File: config.mk
export PLATFORM = sky130hd
export DESIGN_NAME = hydropathy_window_average_flat
export DESIGN_NICKNAME = d
export VERILOG_FILES = /design/src/hw/rtl/hwa_pkg.sv /design/src/hw/rtl/hwa_res_if.sv /design/src/hw/rtl/hwa_mean_if.sv /design/src/hw/rtl/hwa_cfg_if.sv /design/src/hw/rtl/hwa_ram.sv /design/src/hw/rtl/hwa_ctrl.sv /design/src/hw/rtl/hwa_datapath.sv /design/src/hw/rtl/hydropathy_window_average.sv /design/src/flat_wrapper.sv
export SDC_FILE = /design/constraint.sdc
export NUM_CORES = 1
export LEC_CHECK = 0
export ABC_CLOCK_PERIOD_IN_PS = 15300
export BUFFER_PORTS_ARGS = -buffer_cell sky130_fd_sc_hd__buf_2
export CORE_MARGIN = 2
export CORE_UTILIZATION = 55
export DETAILED_ROUTE_END_ITERATION = 6
export HOLD_SLACK_MARGIN = 0.06
export PLACE_DENSITY = 0.82
export SYNTH_ARGS = -nofsm -noshare
export SYNTH_HDL_FRONTEND = slang
export SYNTH_SLANG_ARGS = --single-unit
export TNS_END_PERCENT = 1
File: constraint.sdc
create_clock -name clk_i -period 15.3 [get_ports clk_i]
set_input_delay 0 -clock clk_i [delete_from_list [all_inputs] [get_ports clk_i]]
set_output_delay 0 -clock clk_i [all_outputs]
set_load 0.03 [all_outputs]
File: src/hw/rtl/hwa_pkg.sv
// Shared constants, types and the hydropathy lookup for the window average block.
package hwa_pkg;

  localparam int CODE_W         = 5;
  localparam int VAL_W          = 10;
  localparam int WIN_W          = 6;
  localparam int SUM_W          = 15;
  localparam int MAG_W          = 14;
  localparam int MEAN_W         = 10;
  localparam int J_W            = 4;
  localparam int CNT_W          = 4;
  localparam int MAX_WINDOW_DEF = 32;
  localparam int WIN_LIMIT      = 32;
  localparam logic [WIN_W-1:0] WIN_RESET = WIN_W'(10);
  localparam logic [WIN_W-1:0] WIN_MIN   = WIN_W'(2);

  typedef enum logic [2:0] {
    ST_IDLE,
    ST_PUSH,
    ST_POS,
    ST_DIV,
    ST_EMIT,
    ST_NEXT,
    ST_FL_CHECK,
    ST_FL_SUB
  } state_e;

  typedef struct packed {
    logic idle;
    logic latch_in;
    logic push;
    logic rd_flush;
    logic flush_sub;
    logic div_start;
    logic out_load;
    logic j_inc;
    logic clear_seq;
  } cmd_t;

  typedef struct packed {
    logic flush;
    logic pos_emit;
    logic pos_full;
    logic sub_needed;
    logic j_last;
    logic div_busy;
    logic out_free;
  } stat_t;

  // Kyte-Doolittle scale in hundredths, codes past X read as zero
  function automatic logic signed [VAL_W-1:0] kd_value(input logic [CODE_W-1:0] code);
    logic signed [VAL_W-1:0] v;
    case (code)
      5'd0:    v = 10'sd180;
      5'd1:    v = 10'sd250;
      5'd2:    v = -10'sd350;
      5'd3:    v = -10'sd350;
      5'd4:    v = 10'sd280;
      5'd5:    v = -10'sd40;
      5'd6:    v = -10'sd320;
      5'd7:    v = 10'sd450;
      5'd8:    v = -10'sd390;
      5'd9:    v = 10'sd380;
      5'd10:   v = 10'sd190;
      5'd11:   v = -10'sd350;
      5'd12:   v = -10'sd160;
      5'd13:   v = -10'sd350;
      5'd14:   v = -10'sd450;
      5'd15:   v = -10'sd80;
      5'd16:   v = -10'sd70;
      5'd17:   v = 10'sd420;
      5'd18:   v = -10'sd90;
      5'd19:   v = -10'sd130;
      5'd20:   v = -10'sd49;
      default: v = '0;
    endcase
    return v;
  endfunction

endpackage

File: src/hw/rtl/hwa_res_if.sv
// Residue input channel.
interface hwa_res_if;
  import hwa_pkg::*;
  logic              valid;
  logic              ready;
  logic [CODE_W-1:0] residue_code;
  logic              seq_end;

  modport source (output valid, output residue_code, output seq_end, input ready);
  modport sink   (input valid, input residue_code, input seq_end, output ready);
endinterface

File: src/hw/rtl/hwa_mean_if.sv
// Window mean result channel.
interface hwa_mean_if;
  import hwa_pkg::*;
  logic                     valid;
  logic                     ready;
  logic signed [MEAN_W-1:0] window_mean;
  logic                     run_last;

  modport source (output valid, output window_mean, output run_last, input ready);
  modport sink   (input valid, input window_mean, input run_last, output ready);
endinterface

File: src/hw/rtl/hwa_cfg_if.sv
// Window size configuration write channel.
interface hwa_cfg_if;
  import hwa_pkg::*;
  logic             valid;
  logic             ready;
  logic [WIN_W-1:0] window_size;

  modport source (output valid, output window_size, input ready);
  modport sink   (input valid, input window_size, output ready);
endinterface

File: src/hw/rtl/hwa_ram.sv
// Generic single write port RAM with registered read.
module hwa_ram #(
  parameter int WIDTH = 8,
  parameter int DEPTH = 32
) (
  input  logic                     clk_i,
  input  logic                     we_i,
  input  logic [$clog2(DEPTH)-1:0] waddr_i,
  input  logic [WIDTH-1:0]         wdata_i,
  input  logic [$clog2(DEPTH)-1:0] raddr_i,
  output logic [WIDTH-1:0]         rdata_o
);
  logic [WIDTH-1:0] mem_q [DEPTH];
  logic [WIDTH-1:0] rdata_q;

  always_ff @(posedge clk_i) begin
    if (we_i) begin
      mem_q[waddr_i] <= wdata_i;
    end
    rdata_q <= mem_q[raddr_i];
  end

  assign rdata_o = rdata_q;
endmodule

File: src/hw/rtl/hwa_ctrl.sv
// Sequencer for push, flush, divide and result handoff.
module hwa_ctrl (
  input  logic           clk_i,
  input  logic           rst_ni,
  input  logic           in_valid_i,
  input  hwa_pkg::stat_t stat_i,
  output hwa_pkg::cmd_t  cmd_o
);
  import hwa_pkg::*;

  state_e state_q, state_d;

  always_ff @(posedge clk_i or negedge rst_ni) begin
    if (!rst_ni) begin
      state_q <= ST_IDLE;
    end else begin
      state_q <= state_d;
    end
  end

  always_comb begin
    state_d = state_q;
    cmd_o   = '0;
    case (state_q)
      ST_IDLE: begin
        cmd_o.idle = 1'b1;
        if (in_valid_i) begin
          cmd_o.latch_in = 1'b1;
          state_d        = ST_PUSH;
        end
      end
      ST_PUSH: begin
        cmd_o.push = 1'b1;
        state_d    = stat_i.flush ? ST_FL_CHECK : ST_POS;
      end
      ST_FL_CHECK: begin
        cmd_o.rd_flush = 1'b1;
        state_d        = stat_i.sub_needed ? ST_FL_SUB : ST_POS;
      end
      ST_FL_SUB: begin
        cmd_o.flush_sub = 1'b1;
        state_d         = ST_POS;
      end
      ST_POS: begin
        if (stat_i.pos_emit) begin
          if (stat_i.pos_full) begin
            cmd_o.div_start = 1'b1;
            state_d         = ST_DIV;
          end else begin
            state_d = ST_EMIT;
          end
        end else begin
          state_d = stat_i.flush ? ST_NEXT : ST_IDLE;
        end
      end
      ST_DIV: begin
        if (!stat_i.div_busy) begin
          state_d = ST_EMIT;
        end
      end
      ST_EMIT: begin
        if (stat_i.out_free) begin
          cmd_o.out_load = 1'b1;
          state_d        = stat_i.flush ? ST_NEXT : ST_IDLE;
        end
      end
      ST_NEXT: begin
        if (stat_i.j_last) begin
          cmd_o.clear_seq = 1'b1;
          state_d         = ST_IDLE;
        end else begin
          cmd_o.j_inc = 1'b1;
          state_d     = ST_FL_CHECK;
        end
      end
      default: begin
        state_d = ST_IDLE;
      end
    endcase
  end
endmodule

File: src/hw/rtl/hwa_datapath.sv
// Window ring, running sum, serial divider and output register.
module hwa_datapath #(
  parameter int MAX_WINDOW = hwa_pkg::MAX_WINDOW_DEF
) (
  input  logic                             clk_i,
  input  logic                             rst_ni,
  input  hwa_pkg::cmd_t                    cmd_i,
  output hwa_pkg::stat_t                   stat_o,
  input  logic [hwa_pkg::CODE_W-1:0]       residue_code_i,
  input  logic                             seq_end_i,
  input  logic                             cfg_we_i,
  input  logic [hwa_pkg::WIN_W-1:0]        cfg_data_i,
  input  logic                             out_ready_i,
  output logic                             out_valid_o,
  output logic signed [hwa_pkg::MEAN_W-1:0] window_mean_o,
  output logic                             run_last_o
);
  import hwa_pkg::*;

  localparam int AW      = $clog2(MAX_WINDOW);
  localparam int PW      = ((AW > WIN_W) ? AW : WIN_W) + 1;
  localparam int WIN_CAP = (MAX_WINDOW < WIN_LIMIT) ? MAX_WINDOW : WIN_LIMIT;

  logic [WIN_W-1:0]        win_q;
  logic signed [VAL_W-1:0] v_q;
  logic                    flush_q;
  logic signed [SUM_W-1:0] sum_q, sum_d;
  logic [WIN_W-1:0]        seen_q, seen_d;
  logic [AW-1:0]           wp_q;
  logic [WIN_W-1:0]        c0_q;
  logic [J_W-1:0]          j_q;
  logic [WIN_W-1:0]        rem_q;
  logic [MAG_W-1:0]        quo_q;
  logic                    neg_q;
  logic [CNT_W-1:0]        cnt_q;
  logic                    busy_q;
  logic                    out_valid_q;
  logic signed [MEAN_W-1:0] mean_q;
  logic                    last_q;

  logic [WIN_W-1:0]        ahead;
  logic [WIN_W:0]          pos;
  logic [WIN_W-1:0]        rd_off;
  logic [PW-1:0]           rd_diff;
  logic [AW-1:0]           raddr;
  logic [VAL_W-1:0]        rdata;
  logic signed [SUM_W-1:0] rd_ext;
  logic                    full_win;
  logic [WIN_W-1:0]        cfg_sat;
  logic [WIN_W:0]          shifted;
  logic                    ge;
  logic [MEAN_W-1:0]       q_lo;
  logic signed [MEAN_W-1:0] div_mean;
  logic [SUM_W-1:0]        sum_abs;
  logic                    j_last;

  assign ahead    = win_q - (win_q >> 1);
  assign pos      = flush_q ? ({1'b0, c0_q} + (WIN_W+1)'(j_q)) : {1'b0, seen_q};
  assign full_win = seen_q >= win_q;
  assign j_last   = (WIN_W'(j_q)) == (ahead - WIN_W'(1));

  // ring read address: write pointer minus window or fill, modulo ring size
  assign rd_off  = cmd_i.rd_flush ? seen_q : win_q;
  always_comb begin
    rd_diff = PW'(wp_q) - PW'(rd_off);
    if (rd_diff[PW-1]) begin
      rd_diff = rd_diff + PW'(MAX_WINDOW);
    end
  end
  assign raddr  = rd_diff[AW-1:0];
  assign rd_ext = SUM_W'($signed(rdata));

  hwa_ram #(
    .WIDTH (VAL_W),
    .DEPTH (MAX_WINDOW)
  ) u_ring (
    .clk_i   (clk_i),
    .we_i    (cmd_i.push),
    .waddr_i (wp_q),
    .wdata_i (v_q),
    .raddr_i (raddr),
    .rdata_o (rdata)
  );

  assign cfg_sat = (cfg_data_i > WIN_W'(WIN_CAP)) ? WIN_W'(WIN_CAP) : cfg_data_i;

  always_comb begin
    sum_d  = sum_q;
    seen_d = seen_q;
    if (cmd_i.push) begin
      sum_d  = sum_q - (full_win ? rd_ext : '0) + SUM_W'(v_q);
      seen_d = full_win ? win_q : seen_q + WIN_W'(1);
    end else if (cmd_i.flush_sub) begin
      sum_d  = sum_q - rd_ext;
      seen_d = seen_q - WIN_W'(1);
    end
  end

  always_ff @(posedge clk_i or negedge rst_ni) begin
    if (!rst_ni) begin
      win_q   <= WIN_RESET;
      sum_q   <= '0;
      seen_q  <= '0;
      wp_q    <= '0;
      flush_q <= 1'b0;
      c0_q    <= '0;
      j_q     <= '0;
    end else begin
      if (cfg_we_i && (cfg_data_i >= WIN_MIN)) begin
        win_q  <= cfg_sat;
        sum_q  <= '0;
        seen_q <= '0;
        wp_q   <= '0;
      end else if (cmd_i.clear_seq) begin
        sum_q  <= '0;
        seen_q <= '0;
        wp_q   <= '0;
      end else begin
        sum_q  <= sum_d;
        seen_q <= seen_d;
        if (cmd_i.push) begin
          wp_q <= (wp_q == AW'(MAX_WINDOW - 1)) ? '0 : wp_q + AW'(1);
        end
      end
      if (cmd_i.latch_in) begin
        flush_q <= seq_end_i;
      end
      if (cmd_i.push) begin
        c0_q <= seen_d;
        j_q  <= '0;
      end else if (cmd_i.j_inc) begin
        j_q <= j_q + J_W'(1);
      end
    end
  end

  always_ff @(posedge clk_i) begin
    if (cmd_i.latch_in) begin
      v_q <= kd_value(residue_code_i);
    end
  end

  // restoring divider on the magnitude, one quotient bit per cycle
  assign sum_abs = sum_q[SUM_W-1] ? SUM_W'(-sum_q) : SUM_W'(sum_q);
  assign shifted = {rem_q, quo_q[MAG_W-1]};
  assign ge      = shifted >= {1'b0, win_q};

  always_ff @(posedge clk_i or negedge rst_ni) begin
    if (!rst_ni) begin
      busy_q <= 1'b0;
      cnt_q  <= '0;
    end else if (cmd_i.div_start) begin
      busy_q <= 1'b1;
      cnt_q  <= CNT_W'(MAG_W - 1);
    end else if (busy_q) begin
      cnt_q <= cnt_q - CNT_W'(1);
      if (cnt_q == '0) begin
        busy_q <= 1'b0;
      end
    end
  end

  always_ff @(posedge clk_i) begin
    if (cmd_i.div_start) begin
      rem_q <= '0;
      quo_q <= sum_abs[MAG_W-1:0];
      neg_q <= sum_q[SUM_W-1];
    end else if (busy_q) begin
      rem_q <= ge ? WIN_W'(shifted - {1'b0, win_q}) : shifted[WIN_W-1:0];
      quo_q <= {quo_q[MAG_W-2:0], ge};
    end
  end

  assign q_lo     = quo_q[MEAN_W-1:0];
  assign div_mean = neg_q ? $signed(-q_lo) : $signed(q_lo);

  // output register
  always_ff @(posedge clk_i or negedge rst_ni) begin
    if (!rst_ni) begin
      out_valid_q <= 1'b0;
    end else if (cmd_i.out_load) begin
      out_valid_q <= 1'b1;
    end else if (out_ready_i) begin
      out_valid_q <= 1'b0;
    end
  end

  always_ff @(posedge clk_i) begin
    if (cmd_i.out_load) begin
      mean_q <= (pos >= {1'b0, win_q}) ? div_mean : '0;
      last_q <= flush_q && j_last;
    end
  end

  assign out_valid_o   = out_valid_q;
  assign window_mean_o = mean_q;
  assign run_last_o    = last_q;

  assign stat_o.flush      = flush_q;
  assign stat_o.pos_emit   = pos >= {1'b0, ahead};
  assign stat_o.pos_full   = pos >= {1'b0, win_q};
  assign stat_o.sub_needed = (j_q != '0) && (seen_q > (win_q - WIN_W'(j_q)));
  assign stat_o.j_last     = j_last;
  assign stat_o.div_busy   = busy_q;
  assign stat_o.out_free   = !out_valid_q || out_ready_i;
endmodule

File: src/hw/rtl/hydropathy_window_average.sv
// Sliding-window Kyte-Doolittle hydropathy mean, one residue per transfer.
// Input ready is high only in idle, so a new residue is taken only after the last one is done.
// A result with a full window goes through the 14-step restoring divider; otherwise the mean is zero.
// Final residue: up to W - W/2 results, paced by divider and result port.
// Reset: asynchronous, active low; window size returns to 10 and the sequence state clears.
// The history ring is not cleared: entries are only read after being written in a sequence.
module hydropathy_window_average #(
  parameter int MAX_WINDOW = hwa_pkg::MAX_WINDOW_DEF
) (
  input  logic              clk_i,
  input  logic              rst_ni,
  hwa_res_if.sink           res_i,
  hwa_mean_if.source        mean_o,
  hwa_cfg_if.sink           cfg_i
);
  import hwa_pkg::*;

  cmd_t  cmd;
  stat_t stat;
  logic  cfg_we;

  hwa_ctrl u_ctrl (
    .clk_i      (clk_i),
    .rst_ni     (rst_ni),
    .in_valid_i (res_i.valid),
    .stat_i     (stat),
    .cmd_o      (cmd)
  );

  assign res_i.ready = cmd.idle;
  assign cfg_i.ready = cmd.idle;
  assign cfg_we      = cfg_i.valid && cmd.idle;

  hwa_datapath #(
    .MAX_WINDOW (MAX_WINDOW)
  ) u_dp (
    .clk_i          (clk_i),
    .rst_ni         (rst_ni),
    .cmd_i          (cmd),
    .stat_o         (stat),
    .residue_code_i (res_i.residue_code),
    .seq_end_i      (res_i.seq_end),
    .cfg_we_i       (cfg_we),
    .cfg_data_i     (cfg_i.window_size),
    .out_ready_i    (mean_o.ready),
    .out_valid_o    (mean_o.valid),
    .window_mean_o  (mean_o.window_mean),
    .run_last_o     (mean_o.run_last)
  );
endmodule

File: src/flat_wrapper.sv
// flat-port wrapper written by rule: the top's interface ports become plain ports
module hydropathy_window_average_flat import hwa_pkg::*;
#(
  parameter int MAX_WINDOW = hwa_pkg::MAX_WINDOW_DEF
)
  (clk_i, rst_ni, res_i_valid, res_i_residue_code, res_i_seq_end, res_i_ready, mean_o_valid, mean_o_window_mean, mean_o_run_last, mean_o_ready, cfg_i_valid, cfg_i_window_size, cfg_i_ready);
  hwa_res_if res_i_i ();
  hwa_mean_if mean_o_i ();
  hwa_cfg_if cfg_i_i ();
  input  logic clk_i;
  input  logic rst_ni;
  input wire logic [$bits(res_i_i.valid)-1:0] res_i_valid;
  input wire logic [$bits(res_i_i.residue_code)-1:0] res_i_residue_code;
  input wire logic [$bits(res_i_i.seq_end)-1:0] res_i_seq_end;
  output wire logic [$bits(res_i_i.ready)-1:0] res_i_ready;
  output wire logic [$bits(mean_o_i.valid)-1:0] mean_o_valid;
  output wire logic [$bits(mean_o_i.window_mean)-1:0] mean_o_window_mean;
  output wire logic [$bits(mean_o_i.run_last)-1:0] mean_o_run_last;
  input wire logic [$bits(mean_o_i.ready)-1:0] mean_o_ready;
  input wire logic [$bits(cfg_i_i.valid)-1:0] cfg_i_valid;
  input wire logic [$bits(cfg_i_i.window_size)-1:0] cfg_i_window_size;
  output wire logic [$bits(cfg_i_i.ready)-1:0] cfg_i_ready;
  assign res_i_i.valid = res_i_valid;
  assign res_i_i.residue_code = res_i_residue_code;
  assign res_i_i.seq_end = res_i_seq_end;
  assign res_i_ready = res_i_i.ready;
  assign mean_o_valid = mean_o_i.valid;
  assign mean_o_window_mean = mean_o_i.window_mean;
  assign mean_o_run_last = mean_o_i.run_last;
  assign mean_o_i.ready = mean_o_ready;
  assign cfg_i_i.valid = cfg_i_valid;
  assign cfg_i_i.window_size = cfg_i_window_size;
  assign cfg_i_ready = cfg_i_i.ready;
  hydropathy_window_average #(.MAX_WINDOW(MAX_WINDOW)) u_core (.clk_i(clk_i), .rst_ni(rst_ni), .res_i(res_i_i), .mean_o(mean_o_i), .cfg_i(cfg_i_i));
endmodule
==> impl_metrics.json <==
{
  "avgSynthCellArea_sq_um": 13.5,
  "whs_endpoint": "u_core.u_dp.v_q[7]",
  "first_pass_iters": 6,
  "cts.sink_count": 424,
  "synth_common_cells": "edfxtp_1, nor2_1, inv_1",
  "layout.nets": 1756,
  "grtUsageTotal_pct": 24.2,
  "wl_mm": 48.2,
  "path_class": "reg -> reg",
  "postCtsSetupRepairBufs": 0,
  "gp_congestion": 0.870,
  "synth_area_sq_um": 21200,
  "grt_pass1_wl_mm": 75.3,
  "die_area_sq_um": 40000,
  "worstHoldPathType": "in -> reg",
  "cts_buffers": 43,
  "h-tree-depth": 2,
  "syn_nets": 1701,
  "min_from": "res_i_residue_code[0]",
  "drc": 0,
  "ys.flop_type": "edfxtp_1",
  "hold_viol_final": 0,
  "cts-root-buf": "clkbuf_16",
  "synthToLayoutAreaGrowth_pct": 11.3,
  "die_h_microns": 200,
  "met2_usage_pct": 42.1,
  "cp.required_ns": 15.74,
  "maxCapViolations": 0,
  "clk_latency_ns": 0.56,
  "worstSetupEndpointType": "flop",
  "cts_hold_buf": 24,
  "grt_max_degree": 57,
  "tightest_slew_ns": 1.27,
  "avgRoutedWirePerCell_microns": 22.2,
  "fin_crit_sh_pct": 35.7,
  "synth_most_common_cell": "edfxtp_1",
  "hpwlAfterDp_mm": 30.5,
  "clock_path_buffers": 3,
  "io_buffers": 30,
  "die-width_microns": 200,
  "dr.first_iter.drc_count": 1045,
  "critical_path_buf_inv_count": 3,
  "rr_startpoint": "u_core.u_dp.win_q[1]",
  "start_util_pct": 56.0,
  "clk_pin_slew_worst_paths_ns": 0.06,
  "num_rows": 71,
  "n_antenna_cell": 0,
  "core_sq_um": 37800,
  "top_usage_layer": "met2",
  "vias": 13300,
  "antenna_found_initial": 0,
  "synthArstFlopShare_pct": 12.3,
  "critPathMaxStageDelay_ns": 0.67,
  "ys_types": 73,
  "grtUsageMet3_pct": 3.79,
  "syn_inst": 1569,
  "cts_tree": "built",
  "synth_top_area_share_pct": 50.5,
  "worstRegToRegCells": 18,
  "synth_area_leader_cell": "edfxtp_1",
  "tns_ns": 0,
  "slowest_stage": "dfstp_2",
  "rr_endpoint": "u_core.u_dp.sum_q[14]",
  "fin_skew_ns": 0.00974,
  "start_kind": "flop",
  "drv_slew": 0,
  "synth_seq_cells": 424,
  "period_minus_slack_ns": 5.47,
  "use_met1_pct": 31.2,
  "max_freq_mhz": 183,
  "rsz0062_at_grt": "false",
  "netlist_top_cells_area": "edfxtp_1, mux4_2, dfrtp_1",
  "setup_viol_count_final": 0,
  "synth_edf_count": 356,
  "ys_seq_area_share_pct": 58.2,
  "status": "finished clean",
  "via_per_inst": 6.12,
  "grt_pass1_vias": 13400,
  "min_path_cells": 4,
  "worst-path-max-fanout": 27,
  "cp.arrival_ns": 5.90,
  "ant_nets": 0,
  "cpLargestDelayFamily": "compound AO/OA/AOI/OAI gates",
  "r2r_slack_ns": 9.83,
  "ys_warn_count": 0,
  "ios": 31,
  "slew_headroom_pct": 14.5,
  "grt_overflow": 0,
  "drive_gt1_share_pct": 15.0,
  "post_cts_resized": 0,
  "cp_cell_sequence": "inv_1 -> ha_1 -> a2111o_1 -> a31o_2 -> a21oi_2 -> buf_4 -> nor2_1 -> fa_1 -> inv_1 -> fa_1 -> a211oi_1 -> nor2_1 -> o31ai_1 -> a211oi_1 -> o21ai_0 -> o311a_1 -> nor3_1 -> a311o_1"
}
how the worst max path moves through the flow:
stage	from	endpoint	slack, ns	depth (start not counted)
3_3_place_gp	u_core.u_dp.win_q[1]	u_core.u_dp.sum_q[14]	10.18	18
6_report	u_core.u_dp.win_q[1]	u_core.u_dp.sum_q[14]	9.83	18
5_1_grt	u_core.u_dp.win_q[1]	u_core.u_dp.sum_q[14]	9.58	18
4_1_cts	u_core.u_dp.win_q[1]	u_core.u_dp.sum_q[14]	9.95	18
3_5_place_dp	u_core.u_dp.win_q[1]	u_core.u_dp.sum_q[14]	9.99	18
2_1_floorplan	u_core.u_dp.win_q[1]	u_core.u_dp.sum_q[14]	10.21	18
layout make-up:
cell class / instances / area (sq um)
clock buffers: 53 / 1110
inverters: 108 / 405
multi-input cells: 970 / 8240
flip-flops and latches: 424 / 12300
repair buffers: 77 / 563
well taps: 511 / 639
fillers: 2701 / 14200
clock inverters: 26 / 267
tightest hold or removal path: cells and delay by family:
kind	cells	cell delay [ns]
AO/OA/AOI/OAI	3	0.34
buffers and inverters	1	0.15
through the flow:
stage / cells / hold slack (ns) / utilization [%] / worst slack (ns) / instance area (sq um)
finish: 2169 / 0.104 / 62.4 / 9.83 / 23500
global route: 2169 / 0.160 / 62.4 / 9.58 / 23500
CTS: 2169 / 0.0855 / 62.4 / 9.95 / 23500
detailed placement: 2066 / 0.202 / 58.1 / 9.99 / 21900
global placement: 2066 / 0.188 / 58.1 / 10.18 / 21900
floorplan: 1569 / -0.296 / - / 10.21 / 21200
registers in the layout, indices dropped and copies added (netlist names), 10 cells and up:
| signal | count |
|---|---|
| u_core.u_dp.quo_q | 14 |
| u_core.u_dp.u_ring.rdata_o | 10 |
| u_core.u_dp.u_ring.mem_q | 320 |
| u_core.u_dp.sum_q | 15 |
| u_core.u_dp.window_mean_o | 10 |
| u_core.u_dp.v_q | 10 |
kinds of logic after synthesis:
group	synth area share, %
muxes	11.5
and+or+nand+nor	7.66
DFF	58.2
AOI/OAI and AO/OA	8.97
xor gates and xnor gates	3.01
buffers and inverters	3.17
adders and majority gates	7.51
metal layers:
| metal | share of wire, % | vias up |
|---|---|---|
| li1 | - | 5997 |
| met1 | 39 | 6677 |
| met2 | 51 | 505 |
| met3 | 6.6 | 95 |
| met4 | 2.9 | 0 |
| met5 | 0 | - |
cell usage in the layout, fill, tap and decap left out, drive strengths merged, types with 24 or more instances in the layout:
master	n
xor2	25
mux4	80
edfxtp	356
nor2	120
nand2b	24
xnor2	46
ha	95
buf	53
dlygate4sd3	24
a21oi	67
nand3	29
inv	110
o21ai	88
mux2	24
nand2	101
mux2i	35
clkbuf	53
dfrtp	50
Power is left out: the tool's default activity adds up to more than one toggle a clock period on the data nets, which glitch-free logic cannot reach.
